### src/rtl/s20sc_pkg.sv
// ----------------------------------------------------------------------------
// s20sc_pkg: shared types, constants and round functions
// Types, constants and the Salsa20 round functions that are shared by the
// front, the core and the back of the stream cipher.
// ----------------------------------------------------------------------------
package s20sc_pkg;

  // Rounds are executed in column/row pairs, so an odd count rounds up.
  localparam int unsigned ROUND_COUNT = 20;
  localparam int unsigned ROUNDS_RUN  = 2 * ((ROUND_COUNT + 1) / 2);
  localparam int unsigned RND_W       = $clog2(ROUNDS_RUN);

  localparam int unsigned Q_DEPTH = 2;
  localparam int unsigned Q_PTR_W = $clog2(Q_DEPTH);
  localparam int unsigned Q_CNT_W = $clog2(Q_DEPTH + 1);

  localparam logic [31:0] C_EXPA = 32'h61707865;
  localparam logic [31:0] C_ND3  = 32'h3320646e;
  localparam logic [31:0] C_2BY  = 32'h79622d32;
  localparam logic [31:0] C_TEK  = 32'h6b206574;
  localparam logic [31:0] C_ND1  = 32'h3120646e;
  localparam logic [31:0] C_6BY  = 32'h79622d36;

  typedef logic [31:0]       word_t;
  typedef logic [15:0][31:0] state_t;
  typedef logic [3:0][31:0]  quad_t;

  typedef enum logic [2:0] {
    REG_KEY_0_7   = 3'd0,
    REG_KEY_8_15  = 3'd1,
    REG_KEY_16_23 = 3'd2,
    REG_KEY_24_31 = 3'd3,
    REG_LONG_KEY  = 3'd4,
    REG_NONCE     = 3'd5
  } cfg_reg_t;

  // One request as classified by the front.
  typedef struct packed {
    logic [63:0] data;
    logic [3:0]  cnt;
    logic [7:0]  byte_en;
    logic        last;
  } item_t;

  typedef struct packed {
    logic  valid;
    item_t item;
  } q_head_t;

  typedef struct packed {
    logic busy;
    logic done;
  } core_sts_t;

  function automatic word_t rotl(word_t v, int unsigned s);
    return (v << s) | (v >> (32 - s));
  endfunction

  // One quarter-round on the words at positions a, b, c and d.
  function automatic state_t quarter(state_t s, int unsigned a, int unsigned b,
                                     int unsigned c, int unsigned d);
    state_t r;
    r    = s;
    r[b] = r[b] ^ rotl(word_t'(r[a] + r[d]), 7);
    r[c] = r[c] ^ rotl(word_t'(r[b] + r[a]), 9);
    r[d] = r[d] ^ rotl(word_t'(r[c] + r[b]), 13);
    r[a] = r[a] ^ rotl(word_t'(r[d] + r[c]), 18);
    return r;
  endfunction

  // The four quarter-rounds of one round touch disjoint words.
  function automatic state_t salsa_round(state_t s, logic row_rnd);
    state_t r;
    r = s;
    if (row_rnd) begin
      r = quarter(r, 0, 1, 2, 3);
      r = quarter(r, 5, 6, 7, 4);
      r = quarter(r, 10, 11, 8, 9);
      r = quarter(r, 15, 12, 13, 14);
    end else begin
      r = quarter(r, 0, 4, 8, 12);
      r = quarter(r, 5, 9, 13, 1);
      r = quarter(r, 10, 14, 2, 6);
      r = quarter(r, 15, 3, 7, 11);
    end
    return r;
  endfunction

endpackage

### src/rtl/s20sc_front.sv
// ----------------------------------------------------------------------------
// s20sc_front: request intake and queue
// Accepts requests, limits the byte count, derives the byte enables and
// holds them in a short queue for the back end.
// ----------------------------------------------------------------------------
module s20sc_front (
  input  logic               clk,
  input  logic               rst_n,
  input  logic               in_valid,
  output logic               in_stall,
  input  logic [63:0]        in_data_in,
  input  logic [3:0]         in_byte_count,
  input  logic               in_message_end,
  output s20sc_pkg::q_head_t head,
  input  logic               pop
);
  import s20sc_pkg::*;

  item_t              mem_r [Q_DEPTH];
  logic [Q_PTR_W-1:0] wr_ptr_r, wr_ptr_nxt;
  logic [Q_PTR_W-1:0] rd_ptr_r, rd_ptr_nxt;
  logic [Q_CNT_W-1:0] cnt_r, cnt_nxt;
  logic               push;
  item_t              new_item;
  logic [3:0]         cnt_lim;

  assign in_stall = (cnt_r == Q_CNT_W'(Q_DEPTH));
  assign push     = in_valid & ~in_stall;

  always_comb begin
    cnt_lim = (in_byte_count > 4'd8) ? 4'd8 : in_byte_count;
    new_item.data = in_data_in;
    new_item.cnt  = cnt_lim;
    new_item.last = in_message_end;
    for (int i = 0; i < 8; i++) begin
      new_item.byte_en[i] = (4'(i) < cnt_lim);
    end
  end

  always_comb begin
    wr_ptr_nxt = push ? wr_ptr_r + Q_PTR_W'(1) : wr_ptr_r;
    rd_ptr_nxt = pop ? rd_ptr_r + Q_PTR_W'(1) : rd_ptr_r;
    cnt_nxt    = cnt_r;
    if (push && !pop) begin
      cnt_nxt = cnt_r + Q_CNT_W'(1);
    end else if (pop && !push) begin
      cnt_nxt = cnt_r - Q_CNT_W'(1);
    end
  end

  always_ff @(posedge clk) begin
    if (!rst_n) begin
      wr_ptr_r <= '0;
      rd_ptr_r <= '0;
      cnt_r    <= '0;
    end else begin
      wr_ptr_r <= wr_ptr_nxt;
      rd_ptr_r <= rd_ptr_nxt;
      cnt_r    <= cnt_nxt;
    end
  end

  always_ff @(posedge clk) begin
    if (push) begin
      mem_r[wr_ptr_r] <= new_item;
    end
  end

  assign head.valid = (cnt_r != '0);
  assign head.item  = mem_r[rd_ptr_r];

endmodule

### config.mk
export PLATFORM = sky130hd
export DESIGN_NAME = s20sc_front
export DESIGN_NICKNAME = d
export VERILOG_FILES = /design/src/rtl/s20sc_pkg.sv /design/src/rtl/s20sc_front.sv
export SDC_FILE = /design/constraint.sdc
export NUM_CORES = 1
export LEC_CHECK = 0
export ABC_CLOCK_PERIOD_IN_PS = 6300
export BUFFER_PORTS_ARGS = -buffer_cell sky130_fd_sc_hd__buf_4
export CAP_MARGIN = 20
export CORE_ASPECT_RATIO = 1.5
export CORE_MARGIN = 4
export CORE_UTILIZATION = 35
export CTS_BUF_LIST = sky130_fd_sc_hd__clkbuf_8
export DETAILED_ROUTE_END_ITERATION = 10
export SKIP_LAST_GASP = 1
export SLEW_MARGIN = 20
export SYNTH_ARGS = -nofsm -noshare
export SYNTH_HDL_FRONTEND = slang
export SYNTH_SLANG_ARGS = --single-unit
export TNS_END_PERCENT = 1
### constraint.sdc
create_clock -name clk -period 6.3 [get_ports clk]
set_input_delay 0.315 -clock clk [delete_from_list [all_inputs] [get_ports clk]]
set_output_delay 0.315 -clock clk [all_outputs]
set_load 0.02 [all_outputs]
==> results by group <==
Clock tree
  • Post-CTS Resized: 0
  • Number of post-CTS setup repair buffers: 0
  • CTS tree: yes
  • Total clock sinks: 157
  • Post-CTS Hold Fix Bufs: 0
  • CTS buffer count: 17
  • Worst skew pair latency: 420 ps
  • CTS root buf: clkbuf_8
  • CTS Buffer Depth: 2
  • Clock-pin slew of the registers on the worst-case setup and hold paths: around 90 ps
  • H-tree level count: 4

Global routing
  • Largest net degree at the start of global routing: 77
  • Remaining global-route overflow: 0
  • All-Layer GR Usage: 0.1174
  • Antenna violations before repair: 0
  • Vias in the first global route: between 3000 and 4000
  • First-pass GRT wire length: 17250 um

Yosys
  • Synth cell types: 28
  • Synth Net Count: between 300 and 400
  • Largest area contributor in the netlist: edfxtp_1
  • Post-Synthesis Cells: 274
  • Synthesized cell area: 5957 sq um
  • Number of synthesized register bits: between 150 and 200
  • Fraction of registers with async set/reset: 0
  • Share of Yosys cell area claimed by the top area cell type: 0.7662
  • Avg Inst Size Synth: 21.74 sq um
  • Synth area leaders: edfxtp_1 77%, mux2_4 10%, mux2_2 6.8%, dfxtp_1 1.7%, buf_6 0.76%
  • Post-synth top cells: 152 x edfxtp_1, 40 x mux2_4, 36 x mux2_2
  • Post-synth top flop: edfxtp_1
  • Count leader, synth: edfxtp_1
  • Number of flops mapped to enable cells by yosys: 152
  • Post-synthesis sequential area ratio: 0.7830
  • Ys Warns: 0

Final layout
  • FILL cells: 1496
  • # diodes: 0
  • Multi-input logic area: roughly 1200 sq um
  • Share of cells above drive strength 1: 0.5898
  • Register area: about 4700 sq um
  • Final net count: 512
  • Layout area overhead: 29.03%

Floorplan
  • Initial Util: 0.3554
  • Core footprint: around 17000 sq um
  • Area of the die: 19210 sq um
  • Die X: 114.5 um
  • Die Y: around 170 um
  • Core Rows: between 50 and 60
  • I/O pins: 152

Route
  • Met2 routed WL: a little over 6000 um
  • Total number of vias: a little under 3000
  • Wirelength per Cell: approximately 17 um
  • Final wirelength: 11010 um
  • Top layer in use: met4
  • Iter 0 DRT Violations: between 90 and 100
  • Drt via density: around 4.5
  • Met3 routed WL: between 800 and 900 um
  • Final ANT Viol Nets: 0
  • Met1 wire length: 3886 um
  • Drt pass-1 iters: 4
  • Residual DRC count: 0

Pwr
  • Worst vdd ir: around 160 uV
  • Power Dens Cells: around 320 nW/um^2
  • PnR Total Power: 2.425 mW
  • Leakage: 2.902 nW

Setup path
  • Cell mode on critical path: buf_4
  • Reg2Reg Depth: 3
  • Reg2reg setup slack: about 4500 ps
  • Slowest CP cell: buf_4
  • CP delay by family, top: buffers and inverters
  • WP data required: approximately 6000 ps
  • CP bufs+invs: 2
  • Crit start category: flop
  • Crit path largest cell delay: approximately 750 ps
  • CP Cell Sequence: buf_4 -> mux2_2 -> buf_4
  • Crit. End Element: primary output
  • RR Startpoint: cnt_r[0]
  • R2r endpoint: mem_r[1][4]
  • Setup Crit Path Kind: reg2out
  • WP data arrival: ~2400 ps
  • Peak fanout along the critical path: 50

Worst hold path
  • HP Class: in2reg
  • Hold Crit Depth: 1
  • Hold_sp: in_data_in[18]
  • Hold Crit Endpoint: mem_r[1][31]

Flow run
  • Max Cap Viol: 0

Timing
  • Pins Over Slew Limit: 0
  • Slew HR: 0.4133
  • Number of setup violations in the final report: 0
  • Tightest Pin Transition: a little under 900 ps
  • Crit share post-route: 0.4308
  • Final hold vios: 0
  • Crit path time final: approximately 2700 ps
  • TNS Setup: 0 ps
  • RSZ-0062 raised after global routing: no
  • Final Skew: 9.013 ps
  • Fmax: between 0.3 and 0.4 GHz

Status
  • Status: completed

Placed design
  • Post-DP HPWL: just over 7000 um
  • Final GP Congestion: around 0.65
  • Port Buf Inserts: 151
cell families after synthesis:
group,synth area share
xor+xnor,0.004412
mux,0.1689
fa+ha+maj,0.002100
buf+inv,0.01512
compound gates,0.009453
simple gates,0.01702
flops,0.7830
how the worst max path moves through the flow:
stage             endpoint  cells after the start  slack (ps)
5_1_grt            head[5]                      3        3420
4_1_cts            head[5]                      3        3490
3_5_place_dp       head[5]                      3        3990
6_report           head[5]                      3        3590
3_3_place_gp       head[6]                      3        4020
2_1_floorplan  mem_r[0][0]                      3        2260
worst reg2reg max path, stage by stage (launching register included):
cell and delay (ps):
dfxtp_1 390, nand2b_1 180, and3_4 540, buf_16 300
cell type report:
| type | instances | area share |
|---|---|---|
| Sequential cell | 157 | 0.6074 |
| Tap cell | 210 | 0.03419 |
| Clock inverter | 15 | 0.01465 |
| Timing Repair Buffer | 155 | 0.1540 |
| Multi-Input combinational cell | 104 | 0.1579 |
| Clock buffer | 17 | 0.03044 |
| Inverter | 3 | 0.001465 |
placed cells by master (no fill, tap or decap), types with 2 or more instances in the layout:
cell and count:
a21o_1 2, and2_1 3, buf_4 154, clkbuf_8 17, clkinv_1 2, clkinv_4 2, clkinvlp_4 5, dfxtp_1 4
edfxtp_1 152, inv_1 3, inv_6 4, mux2_2 36, mux2_4 40, nand2b_1 2, nor2b_1 3, o21ai_0 2
or3_1 3, xor2_1 2
registers in the layout (all words and copies together) (netlist names), named ones only:
| signal | count |
|---|---|
| mem_r | 152 |
| cnt_r | 2 |
| rd_ptr_r | 1 |
| wr_ptr_r | 1 |
layer usage:
layer,global-route usage,vias to the layer above
li1,-,1399
met1,0.1175,1486
met2,0.2170,93
met4,0.04031,0
met3,0.04531,6
met5,0,-
per-stage QoR:
step,hold WS [ps],instance area [sq um],utilization,std cells,worst slack (ps)
6_report,69.75,7686,0.4585,661,3586
5_1_grt,20.95,7686,0.4585,661,3424
4_1_cts,27.48,7659,0.4569,660,3490
3_5_place_dp,495.6,7312,0.4362,628,3986
3_3_place_gp,477.8,7312,0.4362,628,4016
2_1_floorplan,413.9,5957,-,274,2260
power by group:
group	switching (mW)	internal, mW
Sequential	0.0298	1.26
Combinational	0.249	0.229
Clock	0.378	0.277
No activity file was read; power rests on OpenSTA's default activity.
