[src/rtl/s20sc_pkg.sv]
// ----------------------------------------------------------------------------
// s20sc_pkg: shared types, constants and round functions
// Types, constants and the Salsa20 round functions that are shared by the
// front, the core and the back of the stream cipher.
// ----------------------------------------------------------------------------
package s20sc_pkg;

  // Rounds are executed in column/row pairs, so an odd count rounds up.
  localparam int unsigned ROUND_COUNT = 20;
  localparam int unsigned ROUNDS_RUN  = 2 * ((ROUND_COUNT + 1) / 2);
  localparam int unsigned RND_W       = $clog2(ROUNDS_RUN);

  localparam int unsigned Q_DEPTH = 2;
  localparam int unsigned Q_PTR_W = $clog2(Q_DEPTH);
  localparam int unsigned Q_CNT_W = $clog2(Q_DEPTH + 1);

  localparam logic [31:0] C_EXPA = 32'h61707865;
  localparam logic [31:0] C_ND3  = 32'h3320646e;
  localparam logic [31:0] C_2BY  = 32'h79622d32;
  localparam logic [31:0] C_TEK  = 32'h6b206574;
  localparam logic [31:0] C_ND1  = 32'h3120646e;
  localparam logic [31:0] C_6BY  = 32'h79622d36;

  typedef logic [31:0]       word_t;
  typedef logic [15:0][31:0] state_t;
  typedef logic [3:0][31:0]  quad_t;

  typedef enum logic [2:0] {
    REG_KEY_0_7   = 3'd0,
    REG_KEY_8_15  = 3'd1,
    REG_KEY_16_23 = 3'd2,
    REG_KEY_24_31 = 3'd3,
    REG_LONG_KEY  = 3'd4,
    REG_NONCE     = 3'd5
  } cfg_reg_t;

  // One request as classified by the front.
  typedef struct packed {
    logic [63:0] data;
    logic [3:0]  cnt;
    logic [7:0]  byte_en;
    logic        last;
  } item_t;

  typedef struct packed {
    logic  valid;
    item_t item;
  } q_head_t;

  typedef struct packed {
    logic busy;
    logic done;
  } core_sts_t;

  function automatic word_t rotl(word_t v, int unsigned s);
    return (v << s) | (v >> (32 - s));
  endfunction

  // One quarter-round on the words at positions a, b, c and d.
  function automatic state_t quarter(state_t s, int unsigned a, int unsigned b,
                                     int unsigned c, int unsigned d);
    state_t r;
    r    = s;
    r[b] = r[b] ^ rotl(word_t'(r[a] + r[d]), 7);
    r[c] = r[c] ^ rotl(word_t'(r[b] + r[a]), 9);
    r[d] = r[d] ^ rotl(word_t'(r[c] + r[b]), 13);
    r[a] = r[a] ^ rotl(word_t'(r[d] + r[c]), 18);
    return r;
  endfunction

  // The four quarter-rounds of one round touch disjoint words.
  function automatic state_t salsa_round(state_t s, logic row_rnd);
    state_t r;
    r = s;
    if (row_rnd) begin
      r = quarter(r, 0, 1, 2, 3);
      r = quarter(r, 5, 6, 7, 4);
      r = quarter(r, 10, 11, 8, 9);
      r = quarter(r, 15, 12, 13, 14);
    end else begin
      r = quarter(r, 0, 4, 8, 12);
      r = quarter(r, 5, 9, 13, 1);
      r = quarter(r, 10, 14, 2, 6);
      r = quarter(r, 15, 3, 7, 11);
    end
    return r;
  endfunction

endpackage

[src/rtl/s20sc_back.sv]
// ----------------------------------------------------------------------------
// s20sc_back: configuration, sequencing and output stage
// Holds the key, nonce and block counter, starts the round engine at each
// new block, stores the keystream and XORs it into the queued requests.
// ----------------------------------------------------------------------------
module s20sc_back (
  input  logic                 clk,
  input  logic                 rst_n,
  input  logic                 cfg_valid,
  output logic                 cfg_ready,
  input  logic [2:0]           cfg_index,
  input  logic [63:0]          cfg_data,
  input  s20sc_pkg::q_head_t   head,
  output logic                 pop,
  output logic                 core_start,
  output s20sc_pkg::state_t    core_init,
  input  s20sc_pkg::core_sts_t core_sts,
  input  s20sc_pkg::state_t    core_ks,
  output logic                 out_valid,
  input  logic                 out_stall,
  output logic [63:0]          out_data_out,
  output logic [3:0]           out_count,
  output logic                 out_last
);
  import s20sc_pkg::*;

  typedef enum logic [2:0] {
    ST_IDLE = 3'b001,
    ST_GEN  = 3'b010,
    ST_EMIT = 3'b100
  } st_t;

  st_t         st_r, st_nxt;
  logic [63:0] key0_r, key1_r, key2_r, key3_r, nonce_r;
  logic        long_key_r;
  logic [63:0] blk_cnt_r;
  logic [2:0]  wp_r;
  logic [63:0] ks_r [8];
  logic        cfg_wr;
  logic        out_free;
  logic        emit;
  logic [63:0] k2, k3;
  logic [63:0] xored;
  logic [63:0] data_nxt;
  logic        out_valid_r;
  logic [63:0] out_data_r;
  logic [3:0]  out_count_r;
  logic        out_last_r;

  assign cfg_ready = 1'b1;
  assign cfg_wr    = cfg_valid & cfg_ready;

  always_ff @(posedge clk) begin
    if (!rst_n) begin
      key0_r     <= '0;
      key1_r     <= '0;
      key2_r     <= '0;
      key3_r     <= '0;
      long_key_r <= 1'b1;
      nonce_r    <= '0;
    end else if (cfg_wr) begin
      unique case (cfg_reg_t'(cfg_index))
        REG_KEY_0_7:   key0_r     <= cfg_data;
        REG_KEY_8_15:  key1_r     <= cfg_data;
        REG_KEY_16_23: key2_r     <= cfg_data;
        REG_KEY_24_31: key3_r     <= cfg_data;
        REG_LONG_KEY:  long_key_r <= cfg_data[0];
        REG_NONCE:     nonce_r    <= cfg_data;
        default: ;
      endcase
    end
  end

  // A short key fills the second key half with the first one again.
  always_comb begin
    k2 = long_key_r ? key2_r : key0_r;
    k3 = long_key_r ? key3_r : key1_r;
    core_init[0]  = C_EXPA;
    core_init[1]  = key0_r[31:0];
    core_init[2]  = key0_r[63:32];
    core_init[3]  = key1_r[31:0];
    core_init[4]  = key1_r[63:32];
    core_init[5]  = long_key_r ? C_ND3 : C_ND1;
    core_init[6]  = nonce_r[31:0];
    core_init[7]  = nonce_r[63:32];
    core_init[8]  = blk_cnt_r[31:0];
    core_init[9]  = blk_cnt_r[63:32];
    core_init[10] = long_key_r ? C_2BY : C_6BY;
    core_init[11] = k2[31:0];
    core_init[12] = k2[63:32];
    core_init[13] = k3[31:0];
    core_init[14] = k3[63:32];
    core_init[15] = C_TEK;
  end

  assign out_free = ~out_valid_r | ~out_stall;

  always_comb begin
    st_nxt     = st_r;
    emit       = 1'b0;
    core_start = 1'b0;
    unique case (st_r)
      ST_IDLE: begin
        if (head.valid) begin
          if (wp_r == 3'd0) begin
            core_start = 1'b1;
            st_nxt     = ST_GEN;
          end else begin
            emit = out_free;
          end
        end
      end
      ST_GEN: begin
        if (core_sts.done) begin
          st_nxt = ST_EMIT;
        end
      end
      ST_EMIT: begin
        emit = out_free;
        if (out_free) begin
          st_nxt = ST_IDLE;
        end
      end
      default: st_nxt = ST_IDLE;
    endcase
  end

  assign pop = emit;

  always_comb begin
    xored = head.item.data ^ ks_r[wp_r];
    for (int i = 0; i < 8; i++) begin
      data_nxt[8*i +: 8] = head.item.byte_en[i] ? xored[8*i +: 8] : 8'h00;
    end
  end

  always_ff @(posedge clk) begin
    if (!rst_n) begin
      st_r        <= ST_IDLE;
      blk_cnt_r   <= '0;
      wp_r        <= '0;
      out_valid_r <= 1'b0;
    end else begin
      st_r <= st_nxt;
      priority if (cfg_wr && cfg_reg_t'(cfg_index) == REG_NONCE) begin
        blk_cnt_r <= '0;
      end else if (st_r == ST_GEN && core_sts.done) begin
        blk_cnt_r <= blk_cnt_r + 64'd1;
      end else begin
        blk_cnt_r <= blk_cnt_r;
      end
      if (emit) begin
        wp_r        <= head.item.last ? 3'd0 : wp_r + 3'd1;
        out_valid_r <= 1'b1;
      end else if (!out_stall) begin
        out_valid_r <= 1'b0;
      end
    end
  end

  always_ff @(posedge clk) begin
    if (st_r == ST_GEN && core_sts.done) begin
      for (int i = 0; i < 8; i++) begin
        ks_r[i] <= {core_ks[2*i+1], core_ks[2*i]};
      end
    end
  end

  always_ff @(posedge clk) begin
    if (emit) begin
      out_data_r  <= data_nxt;
      out_count_r <= head.item.cnt;
      out_last_r  <= head.item.last;
    end
  end

  assign out_valid    = out_valid_r;
  assign out_data_out = out_data_r;
  assign out_count    = out_count_r;
  assign out_last     = out_last_r;

endmodule

[config.mk]
export PLATFORM = sky130hd
export DESIGN_NAME = s20sc_back
export DESIGN_NICKNAME = d
export VERILOG_FILES = /design/src/rtl/s20sc_pkg.sv /design/src/rtl/s20sc_back.sv
export SDC_FILE = /design/constraint.sdc
export NUM_CORES = 1
export LEC_CHECK = 0
export BUFFER_PORTS_ARGS = -buffer_cell sky130_fd_sc_hd__buf_4
export CORE_AREA = 3 3 481 483
export CTS_CLUSTER_SIZE = 8
export DETAILED_ROUTE_END_ITERATION = 16
export DIE_AREA = 0 0 484 486
export SETUP_SLACK_MARGIN = 0.3
export SYNTH_ARGS = -nofsm -noshare
export SYNTH_HDL_FRONTEND = slang
export SYNTH_SLANG_ARGS = --single-unit
[constraint.sdc]
create_clock -name clk -period 14.6 [get_ports clk]
set_clock_uncertainty 0.2 [all_clocks]
set_input_delay 0.73 -clock clk [delete_from_list [all_inputs] [get_ports clk]]
set_output_delay 0.73 -clock clk [all_outputs]
set_load 0.005 [all_outputs]
==> results of run 1 <==
[power groups by stage]
stage	combinational, mW	sequential (mW)	clock [mW]
after floorplan	0.127	3.03	0
after global placement	0.349	3.02	0
after detailed placement	0.353	3.03	0
after CTS	0.490	2.97	3.15
after global routing	0.522	2.97	3.26
final	0.490	2.97	3.06
[cell usage after synthesis (all sizes together) (32+ instances only)]
master	instances
nor2	51
clkbuf	141
xnor2	71
mux2	128
buf	152
and2	70
edfxtp	581
a21boi	322
mux4	128
nand4	32
a21oi	32
nand2	668
dfxtp	395
mux2i	65
[flip-flops by register name (all words and copies together) (netlist names), 4 cells and up, named ones only]
signal,cells
nonce_r,64
blk_cnt_r,64
key2_r,64
ks_r,512
key1_r,64
key3_r,64
out_count,4
out_data_out,64
key0_r,64
[worst reg2reg max path: cells and delay by family (launching register included)]
| kind | cells | cell delay, ns |
|---|---|---|
| simple gates | 1 | 0.60 |
| flops | 1 | 0.46 |
| buf+inv | 3 | 2.71 |
[cell usage in the layout (no fill, tap or decap), types with 4 or more instances in the layout]
cell           synthesis  routed
nor3b_1                5       4
and3_1                 6       6
clkinv_16              0       8
and2_1                70      70
o21ai_0               24      24
o31ai_1                8       8
nor3_1                 7       5
xor2_1                27      27
mux4_2               128     128
a21boi_0             322     322
nor4_1                 4       4
or3_1                 22      20
clkbuf_16              0     142
conb_1                 2     127
nor2_1                51      48
nand2_1              668     667
nand3_1               22      22
buf_4                128    1147
nand4_1               30      30
diode_2                0      20
inv_1                 13      12
mux2i_1               65      65
xnor2_1               71      70
nand2b_1               6       6
clkbuf_1             141      21
a21oi_1               32      32
mux2_2               128     128
or4_1                  8       8
edfxtp_1             581     581
dfxtp_4                0       4
dfxtp_1              395     391
dlygate4sd3_1          0     575
[layout make-up]
type / instances / share of cell area (%)
diodes: 20 / 0.08217
well taps: 3009 / 6.181
clock inverters: 17 / 0.5957
flip-flops and latches: 976 / 41.65
clock buffers: 165 / 6.009
inverters: 13 / 0.09244
repair buffers: 1726 / 23.71
multi-input cells: 1858 / 21.68
[metal layers]
layer	GRT usage, %	vias up
li1	-	13920
met4	5.650	0
met3	3.522	305
met2	25.82	1410
met5	0	-
met1	14.48	14850
[stage by stage]
step	instance area, sq um	setup slack (ns)	power [mW]	hold WS, ns
5_1_grt	60890	9.824	6.750	0.04379
2_1_floorplan	40140	2.415	3.156	0.2389
4_1_cts	60850	9.918	6.612	0.004717
6_report	60910	9.989	6.521	0.1026
3_5_place_dp	51070	9.803	3.380	0.2537
3_3_place_gp	51070	9.934	3.373	0.2472
[logic make-up (layout without fill, tap and decap cells)]
family          after synthesis  in the layout  share of synthesized area (%)
xor+xnor                     98             98                          2.164
other cells                   2            147                        0.01893
simple gates                918            918                          10.05
flops                       976            976                          63.91
buf+inv                     306           1921                          4.160
fa+ha+maj                     3              3                        0.09463
mux                         321            321                          12.54
compound gates              391            391                          7.056
[repair_timing]
action                    in CTS  in global routing
setup buffers                  0                  0
hold endpoints to repair     774                  0
hold buffers                 575                  0
[worst paths after layout]
kind | start | end | slack, ns | cells after the start
max reg2reg | st_r[1]$_SDFFE_PN0P_ | ks_r[5][15]$_DFFE_PP_ | 10.16 | 4
min reg2reg | key3_r[38]$_SDFFE_PN0P_ | key3_r[38]$_SDFFE_PN0P_ | 0.26 | 2
min | cfg_data[40] | key0_r[40]$_SDFFE_PN0P_ | 0.10 | 3
max | core_sts[0] | ks_r[5][15]$_DFFE_PP_ | 9.99 | 6
==> out/summary.txt, run 1 <==
Critical Path RT: 14.76 ns
Element type at the critical path end: register
Worst Path Arrival: 4.78 ns
Final Util: 26.80%
IO Pins: 1248
Placer Congestion: 0.8527
Yosys cell types: 43
Sw power: 1.495 mW
DRC: 0
Critical path's largest stage delay: 0.91 ns
CORE AREA: 0.2273 sq mm
Drt first-iter violations: 1770
CTS H-tree depth: 4
Period utilization: 31.58%
Slew margin rel.: 27.39%
Vias per cell: 3.916
Met1 Wirelength: 59940 um
Die Width: 484 um
Status: finished, final reports clean
FILL cells: 23180
Max_cap viols: 0
Port bufs: 1119
Vias: 30480
Root Buffer: clkbuf_16
Metal2 WL: 89780 um
RSZ-0062 raised after global routing: no
Yosys warns: 0
Period minus WS final: 4.611 ns
Sequential-to-total area share from yosys stat: 63.91%
CP max stage cell: buf_4
Worst-Skew Late Latency: 0.78 ns
Main area contributors after synthesis: edfxtp_1 (44%), dfxtp_1 (20%), mux4_2 (7.3%)
Leak pwr: 22.29 nW
Max Clk Rate: 0.2169 GHz
Slew Limit Fails: 0
Final setup fails: 0
Placed insts: 7007
Top layer in use: met4
CP Launch Type: primary input
Share of layout cells above drive strength 1: 33.48%
Multi-input gate area: 0.01320 sq mm
Top-area cell type share of the netlist area: 43.98%
Largest net degree at the start of global routing: 161
Worst Path Buf+Inv: 5
Min-Delay Path Class: primary input to register
Num rows: 175
CP top delay family: buffers and inverters
Cell count after synthesis: 3015
Initial Utilization: 17.45%
Clock Tree Buf Depth: 3
Vert. Die Dim: 486 um
Post-DP HPWL: 122900 um
Synth Cell Area: 0.03967 sq mm
Actual slew at the worst max-slew pin: 1.089 ns
Clock Power Share: 46.9%
TNS Setup: 0 ns
Met3 Wirelength: 11130 um
# nets final: 5382
Clk sink count: 976
Crit-path max FO: 155
Register area: 0.02537 sq mm
Fraction of synthesis flops using an asynchronous set or reset pin: 0%
Die area: 0.2352 sq mm
P&R area growth vs syn: 53.54%
Synthesized area per cell: 13.16 sq um
Initial antenna violation count: 38
Wire per inst: 21.52 um
Final hold vios: 0
CTS Buf Count: 141
Top_reg_cell synth: edfxtp_1
Sw Ratio: 22.92%
CP cell instances: dlygate4sd3_1 -> buf_4 -> nand4bb_1 -> inv_8 -> buf_12 -> buf_4
Crit path top cell by count: buf_4
Reg clk slew, reported paths: 0.05 ns
Tot GR Track Use: 13.75%
Yosys reg bits: 976
Flop pwr share: 45.6%
Cells resized by post-CTS repair: 0
Internal power: 5.026 mW
Antenna Violating Nets Remaining: 0
Combinational share of power: 7.5%
Post-synth EDFFs: 581
Setup Crit Path Kind: primary input to register
Final Non-Filler Cells: 7784
CTS tree: yes
Total gr overflow: 0
Vias in the first global route: 31600
First-pass GRT wire length: 233400 um
Max IR drop VDD: 0.00009540 V
Length of the first detailed-routing pass in iterations: 7
Routed WL: 167500 um
Power per cell area: 107.1 mW/mm^2
Dominant cell type by area after synthesis: edfxtp_1
No activity file was read; power rests on OpenSTA's default activity.
==> run 2, diff against run 1 <==
==> constraint.sdc (replaced) <==
create_clock -name clk -period 3.9 [get_ports clk]
set_clock_uncertainty 0.2 [all_clocks]
set_input_delay 0.195 -clock clk [delete_from_list [all_inputs] [get_ports clk]]
set_output_delay 0.195 -clock clk [all_outputs]
set_load 0.005 [all_outputs]
==> run 2 against run 1 <==
Core utilization is 3.1 points higher. First-iteration DRC count increased by 28%. Critical path depth stayed put. Clock power grew to 3.9 times the previous value. Worst hold slack got worse by 0.042 ns. Critical path type is now register to register. Routed wire length grew 12%.
==> out/summary.txt, run 2 (synthesis results as in run 1) <==
Worst Path Buf+Inv: 2
Die area: 0.2352 sq mm
Length of the first detailed-routing pass in iterations: 5
TNS Setup: 0 ns
Reg2Reg Depth: 6
Worst-Skew Late Latency: 0.77 ns
Vert. Die Dim: 486 um
Port bufs: 1119
Vias: 34190
Clock Tree Buf Depth: 3
Share of layout cells above drive strength 1: 30.39%
DRC: 0
Worst Hold End: ks_r[1][3]$_DFFE_PP_
Total gr overflow: 0
Root Buffer: clkbuf_16
Worst r2r dst: out_data_out[52]$_SDFFCE_PN0P_
Clk sink count: 976
Most frequent cells in the layout: dlygate4sd3_1 (1204), buf_4 (1177), nand2_1 (667)
Status: finished, final reports clean
P&R area growth vs syn: 71.24%
Largest net degree at the start of global routing: 111
Final hold vios: 0
Vias per cell: 4.038
Period minus WS final: 3.208 ns
Final Util: 29.89%
Worst Path Arrival: 3.53 ns
Drt first-iter violations: 2263
Initial antenna violation count: 59
Max IR drop VDD: 0.0004364 V
Placer Congestion: 0.8479
RSZ-0062 raised after global routing: no
Critical path's largest stage delay: 0.65 ns
Post-DP HPWL: 129600 um
Final setup fails: 0
Biggest register: ks_r
Num rows: 175
Critical Path RT: 4.22 ns
WHS Path Cells: 2
Hold wc startpoint: core_ks[67]
Commonest non-fill, non-tap cell in the layout: dlygate4sd3_1
Slew Limit Fails: 0
Max Clk Rate: 0.3117 GHz
Element type at the critical path end: register
CTS tree: yes
CTS H-tree depth: 4
CP Launch Type: register
IO Pins: 1248
Vias in the first global route: 36070
Power per cell area: 372.5 mW/mm^2
Power, Total: 25.31 mW
Wire per inst: 22.17 um
Initial Utilization: 17.45%
Period utilization: 82.27%
Cells resized by post-CTS repair: 0
Setup Crit Path Kind: register to register
Routed WL: 187800 um
Reg clk slew, reported paths: 0.05 ns
Slew margin rel.: 36.51%
Met1 Wirelength: 62990 um
CP cell instances: buf_4 -> mux4_2 -> mux2i_1 -> xnor2_1 -> and2_1 -> dlygate4sd3_1
Leak pwr: 25.30 nW
First-pass GRT wire length: 262600 um
Die Width: 484 um
CP max stage cell: dfxtp_4
FILL cells: 22360
CP top delay family: buffers and inverters
CORE AREA: 0.2273 sq mm
Min-Delay Path Class: primary input to register
Tot GR Track Use: 15.40%
Actual slew at the worst max-slew pin: 0.9523 ns
Largest register FFs: 512
Antenna Violating Nets Remaining: 0
Max_cap viols: 0
Metal2 WL: 96670 um
# nets final: 6059
CTS Buf Count: 142
Top layer in use: met5
R2r setup slk: 0.69 ns
Met3 Wirelength: 13620 um
Crit-path max FO: 22
[run 2: cell count changes in the layout (fill, tap and decap cells not counted), sizes merged]
cell,change
buf,+47
bufinv,+2
clkbuf,-5
clkinv,+3
clkinvlp,+1
diode,+10
dlygate4sd3,+629
inv,-2
[run 2: per-stage QoR]
step / worst slack [ns] / hold slack (ns) / instances / cell area (sq um)
floorplan: -5.045 / 0.09387 / 3140 / 40190
global placement: 0.9594 / 0.1737 / 7053 / 51640
detailed placement: 0.9517 / 0.1743 / 7053 / 51640
CTS: 0.4545 / 0.0001457 / 8437 / 67830
global route: 0.4594 / 0.01174 / 8459 / 67910
finish: 0.6916 / 0.06106 / 8469 / 67930
[run 2: layer usage]
| metal | up-vias | GRT usage [%] |
|---|---|---|
| met5 | - | 0 |
| met4 | 14 | 10.79 |
| met3 | 492 | 4.082 |
| met2 | 1835 | 27.97 |
| met1 | 16590 | 15.20 |
| li1 | 15260 | - |
[run 2: worst max path at each step]
stage | from | end | slack (ns) | cells past startpoint
2_1_floorplan | st_r[2]$_SDFFE_PN0P_ | ks_r[0][0]$_DFFE_PP_ | -5.04 | 3
3_3_place_gp | register | out_data_out[55]$_SDFFCE_PN0P_ | 0.96 | 5
3_5_place_dp | register | out_data_out[10]$_SDFFCE_PN0P_ | 0.95 | 5
4_1_cts | register | out_data_out[0]$_SDFFCE_PN0P_ | 0.45 | 6
5_1_grt | register | out_data_out[0]$_SDFFCE_PN0P_ | 0.46 | 6
6_report | register | out_data_out[52]$_SDFFCE_PN0P_ | 0.69 | 6
[run 2: what timing repair did]
item,in CTS,in global routing
endpoints found under the hold margin,919,1
setup buffers,0,1
hold buffers,1203,1
setup endpoints to repair,0,2
[run 2: report_power, final]
group / internal (mW) / switching, mW / total [mW]
Combinational: 1.50 / 0.912 / 2.41
Sequential: 11.1 / 0.0759 / 11.1
Clock: 6.82 / 4.94 / 11.8
[run 2: layout make-up]
cell class | count | area (sq um) | area share [%]
Timing Repair Buffer | 2402 | 21300 | 31.36
Multi-Input combinational cell | 1858 | 13220 | 19.46
Antenna cell | 30 | 75.07 | 0.1105
Inverter | 13 | 52.55 | 0.07736
Sequential cell | 976 | 25380 | 37.36
Clock buffer | 160 | 3621 | 5.330
Clock inverter | 21 | 521.8 | 0.7681
Tap cell | 3009 | 3765 | 5.542
